**config.mk**
```make
export PLATFORM = sky130hd
export DESIGN_NAME = stopwatch_with_run_statistics
export DESIGN_NICKNAME = d
export VERILOG_FILES = /design/src/sws_pkg.sv /design/src/stopwatch_with_run_statistics.sv /design/src/sws_front.sv /design/src/sws_queue.sv /design/src/sws_back.sv
export SDC_FILE = /design/constraint.sdc
export NUM_CORES = 1
export LEC_CHECK = 0
export ABC_CLOCK_PERIOD_IN_PS = 13300
export BUFFER_PORTS_ARGS = -buffer_cell sky130_fd_sc_hd__buf_2
export CAP_MARGIN = 25
export CORE_MARGIN = 2
export CORE_UTILIZATION = 53
export CTS_CLUSTER_SIZE = 40
export DETAILED_ROUTE_END_ITERATION = 10
export PLACE_DENSITY = 0.73
export SYNTH_ARGS = -nofsm -noshare
export SYNTH_HDL_FRONTEND = slang
export SYNTH_SLANG_ARGS = --single-unit
```
**constraint.sdc**
```tcl
create_clock -name clk -period 13.3 [get_ports clk]
set_input_delay 0.665 -clock clk [delete_from_list [all_inputs] [get_ports clk]]
set_output_delay 0.665 -clock clk [all_outputs]
set_load 0.005 [all_outputs]
```
**src/sws_pkg.sv**
```systemverilog
// shared types and constants for the stopwatch with run statistics
`timescale 1ns / 1ps

package sws_pkg;

  // default widths of the stopwatch count and of the run counter
  localparam int COUNT_BITS_DEF = 32;
  localparam int RUNS_BITS_DEF  = 16;

  // fixed widths of the port fields
  localparam int OP_W      = 3;
  localparam int FIELD_W   = 32;
  localparam int RUN_CNT_W = 16;

  // entries of the queue between front and back
  localparam int QUEUE_DEPTH = 2;

  // event codes
  typedef enum logic [OP_W-1:0] {
    OP_TICK  = 3'd0,
    OP_START = 3'd1,
    OP_PAUSE = 3'd2,
    OP_STOP  = 3'd3,
    OP_CLEAR = 3'd4
  } op_t;

  // what the statistics side does with a queued event
  typedef enum logic [1:0] {
    STAT_NONE,
    STAT_RECORD,
    STAT_CLEAR
  } stat_kind_t;

  // control part of one queued event
  typedef struct packed {
    stat_kind_t kind;
    logic       running;
    logic       paused;
  } sws_ctl_t;

  localparam int CTL_W = $bits(sws_ctl_t);

  // statistics sequencer states
  typedef enum logic [1:0] {
    BK_IDLE,
    BK_DIV,
    BK_OUT
  } back_state_t;

endpackage

```
**src/stopwatch_with_run_statistics.sv**
```systemverilog
// Stopwatch with run statistics: top level.
// Input channel (in_valid / in_stall) carries one event per transaction:
//   operation 0 tick, 1 start, 2 pause toggle, 3 stop, 4 clear statistics,
//   with initial_count used by a start from the stopped state.
// Output channel (out_valid / out_stall) returns exactly one result per event:
//   elapsed count, running and paused flags, min, max, average and run count.
// The front end updates the stopwatch in the cycle of the transaction and
// places the event in a two-entry queue; the statistics side drains it.
// Each accepted event is popped by the statistics sequencer and passes through
// BK_OUT into the output register; a stop first runs the serial average
// divide in BK_DIV, one quotient bit per cycle, over COUNT_BITS + RUNS_BITS
// bits (at most 64). The sequencer takes the next event from the queue only
// once the previous result has been loaded into the output register.
// A result waits in the output register while out_stall is high; the queue
// keeps taking events until it fills, then in_stall rises.
// Reset (rst, synchronous) stops the stopwatch and clears all statistics.
`timescale 1ns / 1ps

module stopwatch_with_run_statistics #(
  parameter int COUNT_BITS = sws_pkg::COUNT_BITS_DEF,
  parameter int RUNS_BITS  = sws_pkg::RUNS_BITS_DEF
) (
  input  logic                           clk,
  input  logic                           rst,
  input  logic                           in_valid,
  output logic                           in_stall,
  input  logic [sws_pkg::OP_W-1:0]       operation,
  input  logic [sws_pkg::FIELD_W-1:0]    initial_count,
  output logic                           out_valid,
  input  logic                           out_stall,
  output logic [sws_pkg::FIELD_W-1:0]    elapsed,
  output logic                           running,
  output logic                           paused,
  output logic [sws_pkg::FIELD_W-1:0]    min_time,
  output logic [sws_pkg::FIELD_W-1:0]    max_time,
  output logic [sws_pkg::FIELD_W-1:0]    average_time,
  output logic [sws_pkg::RUN_CNT_W-1:0]  run_count
);
  import sws_pkg::*;

  localparam int QW = CTL_W + COUNT_BITS;

  logic                  push;
  logic                  pop;
  logic                  full;
  logic                  empty;
  sws_ctl_t              push_ctl;
  logic [COUNT_BITS-1:0] push_count;
  logic [QW-1:0]         q_out;
  sws_ctl_t              head_ctl;
  logic [COUNT_BITS-1:0] head_count;

  assign head_ctl   = sws_ctl_t'(q_out[QW-1:COUNT_BITS]);
  assign head_count = q_out[COUNT_BITS-1:0];

  // event intake and stopwatch
  sws_front #(
    .COUNT_BITS(COUNT_BITS)
  ) u_front (
    .clk          (clk),
    .rst          (rst),
    .in_valid     (in_valid),
    .in_stall     (in_stall),
    .operation    (operation),
    .initial_count(initial_count),
    .full         (full),
    .push         (push),
    .push_ctl     (push_ctl),
    .push_count   (push_count)
  );

  // decoupling queue
  sws_queue #(
    .WIDTH(QW),
    .DEPTH(QUEUE_DEPTH)
  ) u_queue (
    .clk  (clk),
    .rst  (rst),
    .push (push),
    .din  ({push_ctl, push_count}),
    .full (full),
    .pop  (pop),
    .dout (q_out),
    .empty(empty)
  );

  // statistics and result
  sws_back #(
    .COUNT_BITS(COUNT_BITS),
    .RUNS_BITS (RUNS_BITS)
  ) u_back (
    .clk         (clk),
    .rst         (rst),
    .empty       (empty),
    .pop         (pop),
    .head_ctl    (head_ctl),
    .head_count  (head_count),
    .out_valid   (out_valid),
    .out_stall   (out_stall),
    .elapsed     (elapsed),
    .running     (running),
    .paused      (paused),
    .min_time    (min_time),
    .max_time    (max_time),
    .average_time(average_time),
    .run_count   (run_count)
  );

endmodule

```
**src/sws_front.sv**
```systemverilog
// front end: takes events, runs the stopwatch, queues work for the statistics side
`timescale 1ns / 1ps

module sws_front #(
  parameter int COUNT_BITS = sws_pkg::COUNT_BITS_DEF
) (
  input  logic                         clk,
  input  logic                         rst,
  input  logic                         in_valid,
  output logic                         in_stall,
  input  logic [sws_pkg::OP_W-1:0]     operation,
  input  logic [sws_pkg::FIELD_W-1:0]  initial_count,
  input  logic                         full,
  output logic                         push,
  output sws_pkg::sws_ctl_t            push_ctl,
  output logic [COUNT_BITS-1:0]        push_count
);
  import sws_pkg::*;

  logic [COUNT_BITS-1:0] elapsed_count;
  logic [COUNT_BITS-1:0] elapsed_count_next;
  logic                  started;
  logic                  started_next;
  logic                  paused_flag;
  logic                  paused_flag_next;
  logic [COUNT_BITS-1:0] init_val;
  logic                  is_stop;
  stat_kind_t            kind;

  // a transaction is taken whenever the queue has room
  assign in_stall = full;
  assign push     = in_valid && !full;
  assign init_val = COUNT_BITS'(initial_count);

  // event decode and stopwatch update
  always_comb begin
    elapsed_count_next = elapsed_count;
    started_next       = started;
    paused_flag_next   = paused_flag;
    is_stop            = 1'b0;
    kind               = STAT_NONE;
    case (operation)
      OP_TICK: begin
        if (started && !paused_flag && elapsed_count != '1) begin
          elapsed_count_next = elapsed_count + 1'b1;
        end
      end
      OP_START: begin
        if (!started || paused_flag) begin
          if (!paused_flag && init_val != '0) begin
            elapsed_count_next = init_val;
          end
          paused_flag_next = 1'b0;
          started_next     = 1'b1;
        end
      end
      OP_PAUSE: begin
        if (paused_flag) begin
          paused_flag_next = 1'b0;
        end else if (started) begin
          paused_flag_next = 1'b1;
        end
      end
      OP_STOP: begin
        if (started) begin
          elapsed_count_next = '0;
          started_next       = 1'b0;
          paused_flag_next   = 1'b0;
          is_stop            = 1'b1;
          kind               = STAT_RECORD;
        end
      end
      OP_CLEAR: begin
        kind = STAT_CLEAR;
      end
      default: begin
        kind = STAT_NONE;
      end
    endcase
  end

  // queued work: shown count, flags and statistics action
  assign push_ctl.kind    = kind;
  assign push_ctl.running = started_next;
  assign push_ctl.paused  = paused_flag_next;
  assign push_count       = is_stop ? elapsed_count : elapsed_count_next;

  // stopwatch state
  always_ff @(posedge clk) begin
    if (rst) begin
      elapsed_count <= '0;
      started       <= 1'b0;
      paused_flag   <= 1'b0;
    end else if (push) begin
      elapsed_count <= elapsed_count_next;
      started       <= started_next;
      paused_flag   <= paused_flag_next;
    end
  end

endmodule

```
**src/sws_queue.sv**
```systemverilog
// small register queue between the front and the statistics side
`timescale 1ns / 1ps

module sws_queue #(
  parameter int WIDTH = 8,
  parameter int DEPTH = sws_pkg::QUEUE_DEPTH
) (
  input  logic             clk,
  input  logic             rst,
  input  logic             push,
  input  logic [WIDTH-1:0] din,
  output logic             full,
  input  logic             pop,
  output logic [WIDTH-1:0] dout,
  output logic             empty
);
  import sws_pkg::*;

  localparam int PTR_W = (DEPTH > 1) ? $clog2(DEPTH) : 1;
  localparam int CNT_W = $clog2(DEPTH + 1);

  logic [WIDTH-1:0] slots [DEPTH];
  logic [PTR_W-1:0] wr_ptr;
  logic [PTR_W-1:0] rd_ptr;
  logic [CNT_W-1:0] fill;

  assign full  = (fill == CNT_W'(DEPTH));
  assign empty = (fill == '0);
  assign dout  = slots[rd_ptr];

  // storage
  always_ff @(posedge clk) begin
    if (push) begin
      slots[wr_ptr] <= din;
    end
  end

  // pointers and fill level
  always_ff @(posedge clk) begin
    if (rst) begin
      wr_ptr <= '0;
      rd_ptr <= '0;
      fill   <= '0;
    end else begin
      if (push) begin
        wr_ptr <= (wr_ptr == PTR_W'(DEPTH - 1)) ? '0 : wr_ptr + 1'b1;
      end
      if (pop) begin
        rd_ptr <= (rd_ptr == PTR_W'(DEPTH - 1)) ? '0 : rd_ptr + 1'b1;
      end
      if (push && !pop) begin
        fill <= fill + 1'b1;
      end else if (pop && !push) begin
        fill <= fill - 1'b1;
      end
    end
  end

endmodule

```
**src/sws_back.sv**
```systemverilog
// back end: statistics update, serial average divide and result register
`timescale 1ns / 1ps

module sws_back #(
  parameter int COUNT_BITS = sws_pkg::COUNT_BITS_DEF,
  parameter int RUNS_BITS  = sws_pkg::RUNS_BITS_DEF
) (
  input  logic                           clk,
  input  logic                           rst,
  input  logic                           empty,
  output logic                           pop,
  input  sws_pkg::sws_ctl_t              head_ctl,
  input  logic [COUNT_BITS-1:0]          head_count,
  output logic                           out_valid,
  input  logic                           out_stall,
  output logic [sws_pkg::FIELD_W-1:0]    elapsed,
  output logic                           running,
  output logic                           paused,
  output logic [sws_pkg::FIELD_W-1:0]    min_time,
  output logic [sws_pkg::FIELD_W-1:0]    max_time,
  output logic [sws_pkg::FIELD_W-1:0]    average_time,
  output logic [sws_pkg::RUN_CNT_W-1:0]  run_count
);
  import sws_pkg::*;

  localparam int SUM_BITS = (COUNT_BITS + RUNS_BITS > 64) ? 64 : COUNT_BITS + RUNS_BITS;
  localparam int DCNT_W   = $clog2(SUM_BITS);
  localparam logic [SUM_BITS-1:0] MEAN_CAP = SUM_BITS'({COUNT_BITS{1'b1}});

  back_state_t state;
  back_state_t state_next;

  sws_ctl_t              hold_ctl;
  logic [COUNT_BITS-1:0] hold_count;

  logic [COUNT_BITS-1:0] min_run;
  logic [COUNT_BITS-1:0] max_run;
  logic [SUM_BITS-1:0]   run_sum;
  logic [RUNS_BITS-1:0]  runs;
  logic [COUNT_BITS-1:0] mean_run;

  logic [RUNS_BITS-1:0]  rem;
  logic [SUM_BITS-1:0]   dq;
  logic [DCNT_W-1:0]     div_cnt;

  logic                  div_step;
  logic                  load_out;
  logic                  out_free;

  logic                  first_run;
  logic [COUNT_BITS-1:0] min_run_next;
  logic [COUNT_BITS-1:0] max_run_next;
  logic [RUNS_BITS-1:0]  runs_next;
  logic [SUM_BITS:0]     sum_ext;
  logic [SUM_BITS-1:0]   run_sum_next;

  logic [RUNS_BITS:0]    trial;
  logic [RUNS_BITS:0]    trial_diff;
  logic                  fits;
  logic [COUNT_BITS-1:0] mean_new;
  logic [COUNT_BITS-1:0] mean_show;

  assign out_free = !out_valid || !out_stall;

  // next state
  always_comb begin
    state_next = state;
    case (state)
      BK_IDLE: begin
        if (!empty) begin
          state_next = (head_ctl.kind == STAT_RECORD) ? BK_DIV : BK_OUT;
        end
      end
      BK_DIV: begin
        if (div_cnt == DCNT_W'(SUM_BITS - 1)) begin
          state_next = BK_OUT;
        end
      end
      BK_OUT: begin
        if (out_free) begin
          state_next = BK_IDLE;
        end
      end
      default: begin
        state_next = BK_IDLE;
      end
    endcase
  end

  // sequencer outputs
  always_comb begin
    pop      = 1'b0;
    div_step = 1'b0;
    load_out = 1'b0;
    case (state)
      BK_IDLE: pop      = !empty;
      BK_DIV:  div_step = 1'b1;
      BK_OUT:  load_out = out_free;
      default: pop      = 1'b0;
    endcase
  end

  // statistics update for a recorded run
  always_comb begin
    first_run    = (runs == '0);
    min_run_next = (first_run || head_count < min_run) ? head_count : min_run;
    max_run_next = (first_run || head_count > max_run) ? head_count : max_run;
    runs_next    = (runs == '1) ? runs : runs + 1'b1;
    sum_ext      = {1'b0, run_sum} + (SUM_BITS + 1)'(head_count);
    run_sum_next = sum_ext[SUM_BITS] ? '1 : sum_ext[SUM_BITS-1:0];
  end

  // one restoring divide step: run_sum / runs
  always_comb begin
    trial      = {rem, dq[SUM_BITS-1]};
    trial_diff = trial - {1'b0, runs};
    fits       = (trial >= {1'b0, runs});
  end

  // quotient clamped to the count range
  assign mean_new  = (dq > MEAN_CAP) ? '1 : dq[COUNT_BITS-1:0];
  assign mean_show = (hold_ctl.kind == STAT_RECORD) ? mean_new : mean_run;

  // control state
  always_ff @(posedge clk) begin
    if (rst) begin
      state     <= BK_IDLE;
      out_valid <= 1'b0;
    end else begin
      state <= state_next;
      if (load_out) begin
        out_valid <= 1'b1;
      end else if (!out_stall) begin
        out_valid <= 1'b0;
      end
    end
  end

  // statistics registers
  always_ff @(posedge clk) begin
    if (rst) begin
      min_run  <= '0;
      max_run  <= '0;
      run_sum  <= '0;
      runs     <= '0;
      mean_run <= '0;
    end else if (pop && head_ctl.kind == STAT_RECORD) begin
      min_run <= min_run_next;
      max_run <= max_run_next;
      run_sum <= run_sum_next;
      runs    <= runs_next;
    end else if (pop && head_ctl.kind == STAT_CLEAR) begin
      min_run  <= '0;
      max_run  <= '0;
      run_sum  <= '0;
      runs     <= '0;
      mean_run <= '0;
    end else if (load_out && hold_ctl.kind == STAT_RECORD) begin
      mean_run <= mean_new;
    end
  end

  // held transaction and divider datapath
  always_ff @(posedge clk) begin
    if (pop) begin
      hold_ctl   <= head_ctl;
      hold_count <= head_count;
      dq         <= run_sum_next;
      rem        <= '0;
      div_cnt    <= '0;
    end else if (div_step) begin
      dq      <= {dq[SUM_BITS-2:0], fits};
      rem     <= fits ? trial_diff[RUNS_BITS-1:0] : trial[RUNS_BITS-1:0];
      div_cnt <= div_cnt + 1'b1;
    end
  end

  // result register
  always_ff @(posedge clk) begin
    if (load_out) begin
      elapsed      <= FIELD_W'(hold_count);
      running      <= hold_ctl.running;
      paused       <= hold_ctl.paused;
      min_time     <= FIELD_W'(min_run);
      max_time     <= FIELD_W'(max_run);
      average_time <= FIELD_W'(mean_show);
      run_count    <= RUN_CNT_W'(runs);
    end
  end

endmodule
```
==> impl_metrics.env, run 1 <==
export IMPL_status="finished, final reports clean"
export IMPL_cts_buffers=55
export IMPL_gp_congestion=0.932
export IMPL_setup_tns_ns=0
export IMPL_arrival_ns=4.99
export IMPL_cts_setup_buffers=0
export IMPL_hpwl_um=48100
export IMPL_crit_type="flop to flop"
export IMPL_synthCells=2477
export IMPL_cts_max_level=2
export IMPL_clock_latency_ns=0.61
export IMPL_ff_latch_area_um2=13600
export IMPL_die_w_um=222
export IMPL_multi_input_area_um2=10700
export IMPL_fp_dieH_um=222
export IMPL_root_buffer="clkbuf_16"
export IMPL_end_kind="flop"
export IMPL_critPathMaxFanout=39
export IMPL_nets=2782
export IMPL_async_reset_ff_share_pct=0
export IMPL_grt_ovfl_total=0
export IMPL_seq_area_frac_synth_pct=53.8
export IMPL_crit_required_ns=13.61
export IMPL_slew_viol_final=0
export IMPL_hp_class="input port to flop"
export IMPL_clock_skew_ns=0.0201
export IMPL_grt_max_degree=77
export IMPL_period_needed_ns=4.68
export IMPL_ys_warn_count=0
export IMPL_clkTransAtPathRegs_ns=0.06
export IMPL_r2r_cells=13
export IMPL_synthFlopType="edfxtp_1"
export IMPL_avgSynthCellArea_um2=10.2
export IMPL_reg2reg_to="u_back.dq[37]"
export IMPL_finalCritPeriodShare_pct=35.2
export IMPL_ctsResizeCount=0
export IMPL_num_antenna_cells=0
export IMPL_detail_route_antenna_nets=0
export IMPL_slew_headroom_pct=32.5
export IMPL_viasPerCell=6.10
export IMPL_fill_cells=3830
export IMPL_core_um2=46800
export IMPL_syn_num_nets=2634
export IMPL_final_common_cell="edfxtp_1"
export IMPL_synth_edf_count=302
export IMPL_hold_buffers=0
export IMPL_layout_area_overhead_vs_synth_pct=13.5
export IMPL_r2r_slack_ns=8.62
export IMPL_grt_pass1_wl_um=105000
export IMPL_start_kind="flop"
export IMPL_pin_count=187
export IMPL_layout_drive_gt1_share_pct=13.2
export IMPL_grt_pass1_vias=19400
export IMPL_tritoncts="yes"
export IMPL_setup_violations=0
export IMPL_p_leak_uw=0.0108
export IMPL_final_cell_mix="edfxtp_1 (302), nand2_1 (240), nor2_1 (231), dfxtp_1 (223), a21oi_1 (195)"
export IMPL_drt_first_iter_violations=1990
export IMPL_die_area_um2=49300
export IMPL_crit_end="u_back.dq[37]"
export IMPL_antenna_found_initial=0
export IMPL_wl_per_cell_um=20.6
export IMPL_drc=0
export IMPL_fmax_mhz=214
export IMPL_cap_violations=0
export IMPL_hold_viol_final=0
export IMPL_synth_cell_types=97
export IMPL_worstMarginPinSlew_ns=1.01
export IMPL_post_place_ws_ns=8.65
export IMPL_power_density_nw_per_um2=226
export IMPL_ir_drop_mv=0.148
export IMPL_port_buffers=186
export IMPL_num_rows=79
export IMPL_synth_seq_cells=526
export IMPL_wl_um=67400
export IMPL_grt_usage_pct=26.9
export IMPL_vias=20000
export IMPL_synth_area_um2=25200
export IMPL_initial_core_util_pct=53.9
export IMPL_worst_slack_ns=8.62
export IMPL_clockBufferDepth=3
export IMPL_clock_sinks=526
export IMPL_dr_pass1_iters=6
export IMPL_rsz0062_at_grt="no"
-- sequential cells by signal, summed over array words and instances, names as in the netlist, 2 cells and up, named ones only --
| register | count |
|---|---|
| u_queue.slots | 72 |
| u_back.dq | 48 |
| u_back.run_sum | 48 |
| u_back.average_time | 32 |
| u_back.elapsed | 32 |
| u_back.hold_count | 32 |
| u_back.max_run | 32 |
| u_back.max_time | 32 |
| u_back.mean_run | 32 |
| u_back.min_run | 32 |
| u_back.min_time | 32 |
| u_front.elapsed_count | 32 |
| u_back.rem | 16 |
| u_back.run_count | 16 |
| u_back.runs | 16 |
| u_back.div_cnt | 6 |
| u_back.hold_ctl | 4 |
| u_back.state | 2 |
| u_queue.fill | 2 |
-- logic make-up after synthesis --
group	after synthesis	synth area share [%]
AND/OR/NAND/NOR	742	13.5
AO/OA/AOI/OAI	701	18.1
flip-flops	526	53.8
buffers and inverters	266	4.15
adder cells (fa/ha/maj)	118	5.92
XOR/XNOR	72	2.50
multiplexers	52	2.08
-- cell usage after synthesis, types with 7 or more instances --
library cell	count	area share, %
and2_1	8	0.20
nand2_1	240	3.6
o21bai_1	7	0.21
o21ai_0	125	2.5
and4_1	8	0.28
or4_1	9	0.27
mux2i_1	48	1.9
o21ai_1	64	1.3
nor4_1	21	0.52
a31oi_1	30	0.74
buf_1	18	0.27
nor3_1	72	1.4
a211oi_1	26	0.77
inv_1	140	2.1
or3_1	9	0.22
nor2_1	233	3.5
clkbuf_1	77	1.1
xnor2_1	42	1.5
nand4_1	34	0.84
a21oi_1	196	3.9
o31ai_1	10	0.30
and3_1	23	0.57
edfxtp_1	302	36
ha_1	116	5.8
nand3_1	45	0.89
o211ai_1	16	0.48
a221oi_1	10	0.35
nand2b_1	13	0.32
xor2_1	30	1.0
o2bb2ai_1	66	2.3
a21o_1	31	0.92
o21a_1	13	0.39
dfxtp_1	224	18
nor2b_1	7	0.17
buf_2	27	0.54
o22ai_1	9	0.22
-- through the flow --
step / instances / util [%] / power, uW / hold slack (ns) / area (um^2)
floorplan: 2477 / - / 4120 / 0.400 / 25200
detailed placement: 3174 / 57.1 / 4850 / 0.406 / 26700
CTS: 3277 / 61.2 / 6470 / 0.348 / 28600
global placement: 3173 / 57.0 / 4750 / 0.403 / 26700
global route: 3278 / 61.2 / 6840 / 0.372 / 28600
finish: 3278 / 61.2 / 6480 / 0.384 / 28600
-- per-layer routing --
layer	vias to the layer above	track usage, %	share of wire (%)
met3	144	5.26	8.1
li1	9389	-	-
met2	817	43.8	46
met5	-	0	0
met4	0	10.0	3.3
met1	9634	35.7	42
-- critical path, cell delays in order (launching register included) --
cell and delay [ns]:
dfxtp_2 0.32, buf_4 0.54, mux2i_1 0.47, inv_1 0.12, ha_1 0.27, fa_1 0.43, a211oi_1 0.29, o31ai_2 0.14
o2111a_1 0.32, o31ai_4 0.31, a21oi_4 0.12, o21a_1 0.31, nor2_2 0.53, a31oi_1 0.18
-- power breakdown --
group          total (uW)  switching, uW  internal, uW
logic                2320           1510           810
clock network        1620            649           969
registers            2540            229          2310
total                6480           2380          4090
-- worst min path at each step --
stage                     cells after the start  slack, ns                  start            endpoint
final                                         3       0.38              out_stall    u_back.out_valid
after global routing                          3       0.37              out_stall    u_back.out_valid
after CTS                                     3       0.35              out_stall    u_back.out_valid
after floorplan                               0       0.40   u_back.hold_count[0]   u_back.elapsed[0]
after global placement                        0       0.40  u_back.hold_count[16]  u_back.elapsed[16]
after detailed placement                      0       0.41     u_back.hold_ctl[1]      u_back.running
-- cell type report --
cell class / count / share of cell area (%)
well taps: 607 / 2.65
flip-flops and latches: 526 / 47.4
clock inverters: 31 / 1.22
clock buffers: 72 / 5.50
inverters: 141 / 1.85
repair buffers: 216 / 4.09
multi-input cells: 1685 / 37.3
No activity file was read; power rests on OpenSTA's default activity.
==> inputs of run 2 (changes only) <==
--- a/config.mk
+++ b/config.mk
@@ -5,14 +5,14 @@
 export SDC_FILE = /design/constraint.sdc
 export NUM_CORES = 1
 export LEC_CHECK = 0
-export ABC_CLOCK_PERIOD_IN_PS = 13300
+export ABC_CLOCK_PERIOD_IN_PS = 3770
 export BUFFER_PORTS_ARGS = -buffer_cell sky130_fd_sc_hd__buf_2
 export CAP_MARGIN = 25
 export CORE_MARGIN = 2
 export CORE_UTILIZATION = 53
 export CTS_CLUSTER_SIZE = 40
 export DETAILED_ROUTE_END_ITERATION = 10
-export PLACE_DENSITY = 0.73
+export PLACE_DENSITY = 0.75
 export SYNTH_ARGS = -nofsm -noshare
 export SYNTH_HDL_FRONTEND = slang
 export SYNTH_SLANG_ARGS = --single-unit
==> constraint.sdc (replaced) <==
create_clock -name clk -period 3.77 [get_ports clk]
set_input_delay 0.1885 -clock clk [delete_from_list [all_inputs] [get_ports clk]]
set_output_delay 0.1885 -clock clk [all_outputs]
set_load 0.005 [all_outputs]
==> run 2 against run 1 <==
- sequential power rose to 3.5 times the previous value
- final cell count up 3.5%
- critical endpoint is now u_back.max_run[21]
- sequential cell count unchanged
- via count up 2.7%
- clock skew up 0.0043 ns
- utilization up 2.4 points
- register-to-register slack worse by 8.5 ns
- maximum frequency up 27%
- largest power group unchanged
- worst setup slack worse by 8.5 ns
- highest routed layer unchanged
==> impl_metrics.env, run 2 (synthesis results as in run 1) <==
export IMPL_setup_tns_ns=0
export IMPL_critPathMaxFanout=15
export IMPL_largest_registers="u_queue.slots x72, u_back.dq x48, u_back.run_sum x48"
export IMPL_cts_buffers=55
export IMPL_final_cell_mix="edfxtp_1 (302), nand2_1 (240), nor2_1 (230), dfxtp_1 (222), a21oi_1 (193)"
export IMPL_drc=0
export IMPL_antenna_found_initial=3
export IMPL_cts_max_level=2
export IMPL_slew_headroom_pct=37.7
export IMPL_power_density_nw_per_um2=781
export IMPL_fin_cells=3393
export IMPL_grt_pass1_wl_um=109000
export IMPL_placed_cells=3264
export IMPL_fp_dieH_um=222
export IMPL_worstMarginPinSlew_ns=0.930
export IMPL_multi_input_area_um2=10900
export IMPL_ir_drop_mv=0.664
export IMPL_final_common_cell="edfxtp_1"
export IMPL_layout_area_overhead_vs_synth_pct=18.1
export IMPL_clock_sinks=526
export IMPL_fill_cells=3755
export IMPL_viasPerCell=6.05
export IMPL_nets=2896
export IMPL_grt_pass1_vias=19700
export IMPL_end_kind="flop"
export IMPL_detail_route_antenna_nets=0
export IMPL_gp_congestion=0.954
export IMPL_initial_core_util_pct=53.9
export IMPL_setup_violations=0
export IMPL_vias=20500
export IMPL_period_needed_ns=3.67
export IMPL_crit_required_ns=4.31
export IMPL_hold_viol_final=0
export IMPL_root_buffer="clkbuf_16"
export IMPL_slew_viol_final=0
export IMPL_hp_class="input port to flop"
export IMPL_r2r_slack_ns=0.1
export IMPL_hpwl_um=50700
export IMPL_start_kind="flop"
export IMPL_pin_count=187
export IMPL_grt_usage_pct=28.0
export IMPL_wl_per_cell_um=21.0
export IMPL_largest_reg_flops=72
export IMPL_crit_end="u_back.max_run[21]"
export IMPL_p_leak_uw=0.0113
export IMPL_status="finished, final reports clean"
export IMPL_arrival_ns=4.21
export IMPL_tritoncts="yes"
export IMPL_die_area_um2=49300
export IMPL_largest_register="u_queue.slots"
export IMPL_r2r_cells=17
export IMPL_wl_um=71100
export IMPL_clockBufferDepth=3
export IMPL_drt_first_iter_violations=2003
export IMPL_layout_drive_gt1_share_pct=17.3
export IMPL_num_antenna_cells=0
export IMPL_reg2reg_to="u_back.max_run[21]"
export IMPL_hold_ws_ns=0.0390
export IMPL_dr_pass1_iters=6
export IMPL_grt_max_degree=65
export IMPL_core_um2=46800
export IMPL_finalCritPeriodShare_pct=97.4
export IMPL_die_w_um=222
export IMPL_port_buffers=186
export IMPL_clock_latency_ns=0.62
export IMPL_clock_skew_ns=0.0245
export IMPL_crit_type="flop to flop"
export IMPL_ff_latch_area_um2=13600
export IMPL_cap_violations=0
export IMPL_grt_ovfl_total=0
export IMPL_clkTransAtPathRegs_ns=0.07
export IMPL_final_util_pct=63.7
export IMPL_fmax_mhz=272
export IMPL_num_rows=79
run 2: cell types whose count changed in the layout (fill, tap and decap cells not counted), sizes merged:
cell         before  now
buf             216  309
bufinv            7    2
clkbuf           72   80
clkinv           19   17
clkinvlp          5    3
dlygate4sd3       0   19
inv             141  145
run 2: stage by stage:
stage                     total power, uW  setup WS (ns)  instance area [um^2]
after global placement              17300         0.0669                 27500
after detailed placement            17600       -0.00746                 27500
after global routing                24600        -0.0349                 29800
final                               23200         0.0968                 29800
after CTS                           23000         0.0102                 29500
after floorplan                     14500         -0.215                 25200
run 2: how the worst min path moves through the flow:
stage,slack (ns),to,depth (start not counted),startpoint
after floorplan,0.33,u_back.out_valid,2,out_stall
after global placement,0.40,u_back.elapsed[13],0,u_back.hold_count[13]
after detailed placement,0.40,u_back.elapsed[8],0,u_back.hold_count[8]
after CTS,0.0003,u_front.elapsed_count[3],5,initial_count[3]
after global routing,0.04,u_front.elapsed_count[2],3,initial_count[2]
final,0.04,u_front.elapsed_count[3],5,initial_count[3]
run 2: metal layers:
layer	vias up	GRT usage (%)	part of all wire [%]
met4	0	10.1	3.2
met2	831	46.0	47
met5	-	0	0
li1	9630	-	-
met1	9919	36.7	41
met3	142	5.70	8.3
run 2: repair_timing:
item	CTS	global route
gates cloned	0	2
setup buffers	0	3
resized for setup	3	48
pin swaps	1	6
hold buffers	19	0
hold endpoints to repair	38	0
setup endpoints to repair	32	82
run 2: layout make-up:
type | instances | share of cell area, %
clock buffers | 78 | 5.23
inverters | 141 | 1.78
repair buffers | 330 | 7.63
clock inverters | 26 | 0.732
well taps | 607 | 2.55
flip-flops and latches | 526 | 45.5
multi-input cells | 1685 | 36.5
run 2: power by group:
group | internal (uW) | switching (uW) | total (uW)
clock | 3030 | 2300 | 5330
combinational | 3440 | 5470 | 8910
sequential | 8160 | 834 | 8990
run 2: critical path: stages, from the launching register on:
cell       delay (ns)
dfxtp_2          0.37
buf_4            0.18
buf_8            0.18
mux2i_4          0.30
inv_2            0.11
buf_4            0.17
ha_1             0.31
nand2_1          0.12
nor3_1           0.08
a2111oi_0        0.38
o21ai_1          0.15
o22ai_2          0.16
a21boi_0         0.12
buf_4            0.17
o32ai_4          0.28
buf_12           0.16
clkbuf_16        0.19
o2bb2ai_1        0.12
==> inputs of run 3 (changes only) <==
--- a/config.mk
+++ b/config.mk
@@ -15,4 +15,5 @@
 export PLACE_DENSITY = 0.75
 export SYNTH_ARGS = -nofsm -noshare
 export SYNTH_HDL_FRONTEND = slang
+export SYNTH_HIERARCHICAL = 1
 export SYNTH_SLANG_ARGS = --single-unit
==> run 3 against run 2 <==
- non-clock buffer count decreased by 39
- routed wire length increased by 6.5%
- clock-buffer cell count decreased by 9
- utilization decreased by 2.4 points
- global-route usage increased by 1.2 points
- largest power group unchanged
- highest routed layer unchanged
==> impl_metrics.env, run 3 <==
export IMPL_pin_count=187
export IMPL_worstMarginPinSlew_ns=1.01
export IMPL_initial_core_util_pct=53.5
export IMPL_synth_largest_area_cell="edfxtp_1"
export IMPL_seq_area_frac_synth_pct=52.0
export IMPL_fp_dieH_um=226
export IMPL_synth_top_family_by_area="compound AO/OA/AOI/OAI gates"
export IMPL_clkTransAtPathRegs_ns=0.07
export IMPL_slew_headroom_pct=32.3
export IMPL_num_antenna_cells=0
export IMPL_grt_pass1_vias=20000
export IMPL_yosys_area_share_simple_pct=14.2
export IMPL_cts_buffers=54
export IMPL_largest_registers="u_queue/slots x72, u_back/dq x48, u_back/run_sum x48"
export IMPL_layout_drive_gt1_share_pct=17.5
export IMPL_port_buffers=186
export IMPL_fill_cells=3963
export IMPL_tritoncts="yes"
export IMPL_vias=21100
export IMPL_power_density_nw_per_um2=740
export IMPL_crit_type="flop to flop"
export IMPL_synth_area_leaders="edfxtp_1 (35%), dfxtp_1 (17%), ha_1 (5.6%), o21ai_0 (4.1%), nand2_1 (3.8%)"
export IMPL_synth_top_area_share_pct=34.8
export IMPL_gp_congestion=0.979
export IMPL_start_kind="flop"
export IMPL_yosys_area_share_adder_pct=5.72
export IMPL_synthCells=2516
export IMPL_syn_num_nets=2673
export IMPL_final_cell_mix="edfxtp_1 (302), nand2_1 (261), dfxtp_1 (223), o21ai_0 (210), a21oi_1 (192)"
export IMPL_r2r_slack_ns=0.10
export IMPL_wl_per_cell_um=22.1
export IMPL_synth_edf_count=302
export IMPL_placed_cells=3314
export IMPL_dr_pass1_iters=8
export IMPL_synth_seq_cells=526
export IMPL_synthFlopType="edfxtp_1"
export IMPL_min_path_cells=4
export IMPL_synth_commonest_cells="edfxtp_1 (302), nand2_1 (261), dfxtp_1 (224)"
export IMPL_muxShareOfSynthArea_pct=2.39
export IMPL_ir_drop_mv=0.577
export IMPL_slew_viol_final=0
export IMPL_p_leak_uw=0.0114
export IMPL_period_needed_ns=3.67
export IMPL_cap_violations=0
export IMPL_grt_ovfl_total=0
export IMPL_yosysMostFrequentCell="edfxtp_1"
export IMPL_die_w_um=226
export IMPL_multi_input_area_um2=11400
export IMPL_finalCritPeriodShare_pct=97.2
export IMPL_cts_max_level=2
export IMPL_largest_register="u_queue/slots"
export IMPL_num_rows=81
export IMPL_ff_latch_area_um2=13600
export IMPL_synth_xor_area_share_pct=2.25
export IMPL_drc=0
export IMPL_synth_compound_area_share_pct=18.8
export IMPL_reg2reg_to="u_back/dq[6]"
export IMPL_antenna_found_initial=2
export IMPL_clock_skew_ns=0.0209
export IMPL_synth_area_um2=26100
export IMPL_synth_cell_types=104
export IMPL_die_area_um2=51000
export IMPL_crit_required_ns=4.13
export IMPL_hold_viol_final=0
export IMPL_layout_area_overhead_vs_synth_pct=14.5
export IMPL_status="finished, final reports clean"
export IMPL_hp_class="input port to flop"
export IMPL_async_reset_ff_share_pct=0
export IMPL_core_um2=48700
export IMPL_end_kind="flop"
export IMPL_setup_violations=0
export IMPL_r2r_cells=12
export IMPL_nets=2882
export IMPL_hold_end="u_front/elapsed_count[14]"
export IMPL_fin_cells=3435
export IMPL_grt_max_degree=83
export IMPL_arrival_ns=4.03
export IMPL_clock_sinks=526
export IMPL_detail_route_antenna_nets=0
export IMPL_hpwl_um=53100
export IMPL_hp_start="initial_count[14]"
export IMPL_setup_tns_ns=0
export IMPL_critPathMaxFanout=39
export IMPL_largest_reg_flops=72
export IMPL_clockBufferDepth=3
export IMPL_clock_latency_ns=0.63
export IMPL_viasPerCell=6.14
export IMPL_final_common_cell="edfxtp_1"
export IMPL_wl_um=75800
export IMPL_ys_warn_count=6
export IMPL_fmax_mhz=273
export IMPL_grt_pass1_wl_um=115000
export IMPL_avgSynthCellArea_um2=10.4
export IMPL_grt_usage_pct=29.2
export IMPL_root_buffer="clkbuf_16"
export IMPL_drt_first_iter_violations=2332
[run 3: cell count changes in the layout (fill, tap and decap cells not counted), moves of 13 or more]
| cell | change |
|---|---|
| o21ai_0 | +88 |
| mux2_2 | +37 |
| inv_1 | -20 |
| nor3_1 | -39 |
| nand3_1 | +13 |
| nor2_1 | -71 |
| o21ai_1 | -39 |
| a21o_1 | +22 |
| a22o_1 | +69 |
| buf_4 | -25 |
| nand4_1 | +18 |
| nand2_1 | +21 |
| mux2i_1 | -21 |
| o2bb2ai_1 | -56 |
[run 3: worst max path at each step]
stage,endpoint,cells past startpoint,start
floorplan,u_back/dq[34],14,flop
global placement,u_back/dq[46],11,flop
detailed placement,u_back/dq[37],11,flop
CTS,u_back/dq[38],13,flop
global route,u_back/dq[24],12,flop
finish,u_back/dq[6],12,flop
[run 3: per-stage QoR]
| stage | area, um^2 | power, uW | setup WS [ns] | util, % | hold WS [ns] |
|---|---|---|---|---|---|
| floorplan | 26100 | 13900 | 0.0634 | - | 0.258 |
| global placement | 27800 | 16500 | 0.0724 | 57.1 | 0.405 |
| detailed placement | 27800 | 16700 | -0.0311 | 57.1 | 0.405 |
| CTS | 29700 | 22000 | 0.0187 | 60.9 | 0.000469 |
| global route | 29800 | 23300 | -0.0113 | 61.2 | 0.0290 |
| finish | 29800 | 22100 | 0.104 | 61.2 | 0.0266 |
[run 3: worst max-delay path, stage by stage, from the launching register on]
cell       delay (ns)
dfxtp_4          0.43
mux2_2           0.37
ha_1             0.26
fa_1             0.42
a211oi_2         0.26
o21ai_2          0.16
a211oi_2         0.23
buf_4            0.17
o2111ai_2        0.15
a31oi_4          0.36
nor2_8           0.17
o21ai_0          0.34
nand2_1          0.09
[run 3: final cells by class]
cell class                 count  share of cell area [%]
clock buffer                  69                    4.82
clock inverter                33                   0.948
inverter                     117                    1.47
multi-input combinational   1735                    38.3
sequential                   526                    45.4
tap                          664                    2.78
timing repair buffer         291                    6.26
[run 3: what timing repair did]
action                                 4_1_cts  5_1_grt
resized for setup                            1       16
setup buffers                                1        0
cloned                                       0        3
pin swaps                                    1        5
hold buffers                                14        0
setup endpoints to repair                   11      113
endpoints found under the hold margin       24        0
[run 3: logic make-up (layout without fill, tap and decap cells)]
logic type               after synthesis  count (layout)
AO/OA/AOI/OAI                        759             760
XOR/XNOR                              67              67
adder cells (fa/ha/maj)              118             118
buffers and inverters                257             510
flip-flops                           526             526
multiplexers                          57              57
AND/OR/NAND/NOR                      732             733
[run 3: metal layers]
metal  vias up  global-route usage [%]  share of wire [%]
li1       9755                       -                  -
met5         -                       0                  0
met4         0                    10.3                3.3
met3       154                    4.07                8.4
met2      1000                    45.5                 45
met1     10200                    41.7                 43
[run 3: power breakdown]
part | internal (uW) | total (uW) | switching (uW)
Sequential | 8140 | 9000 | 854
Clock | 2830 | 5220 | 2390
Combinational | 2880 | 7870 | 4990
Total | 13900 | 22100 | 8230
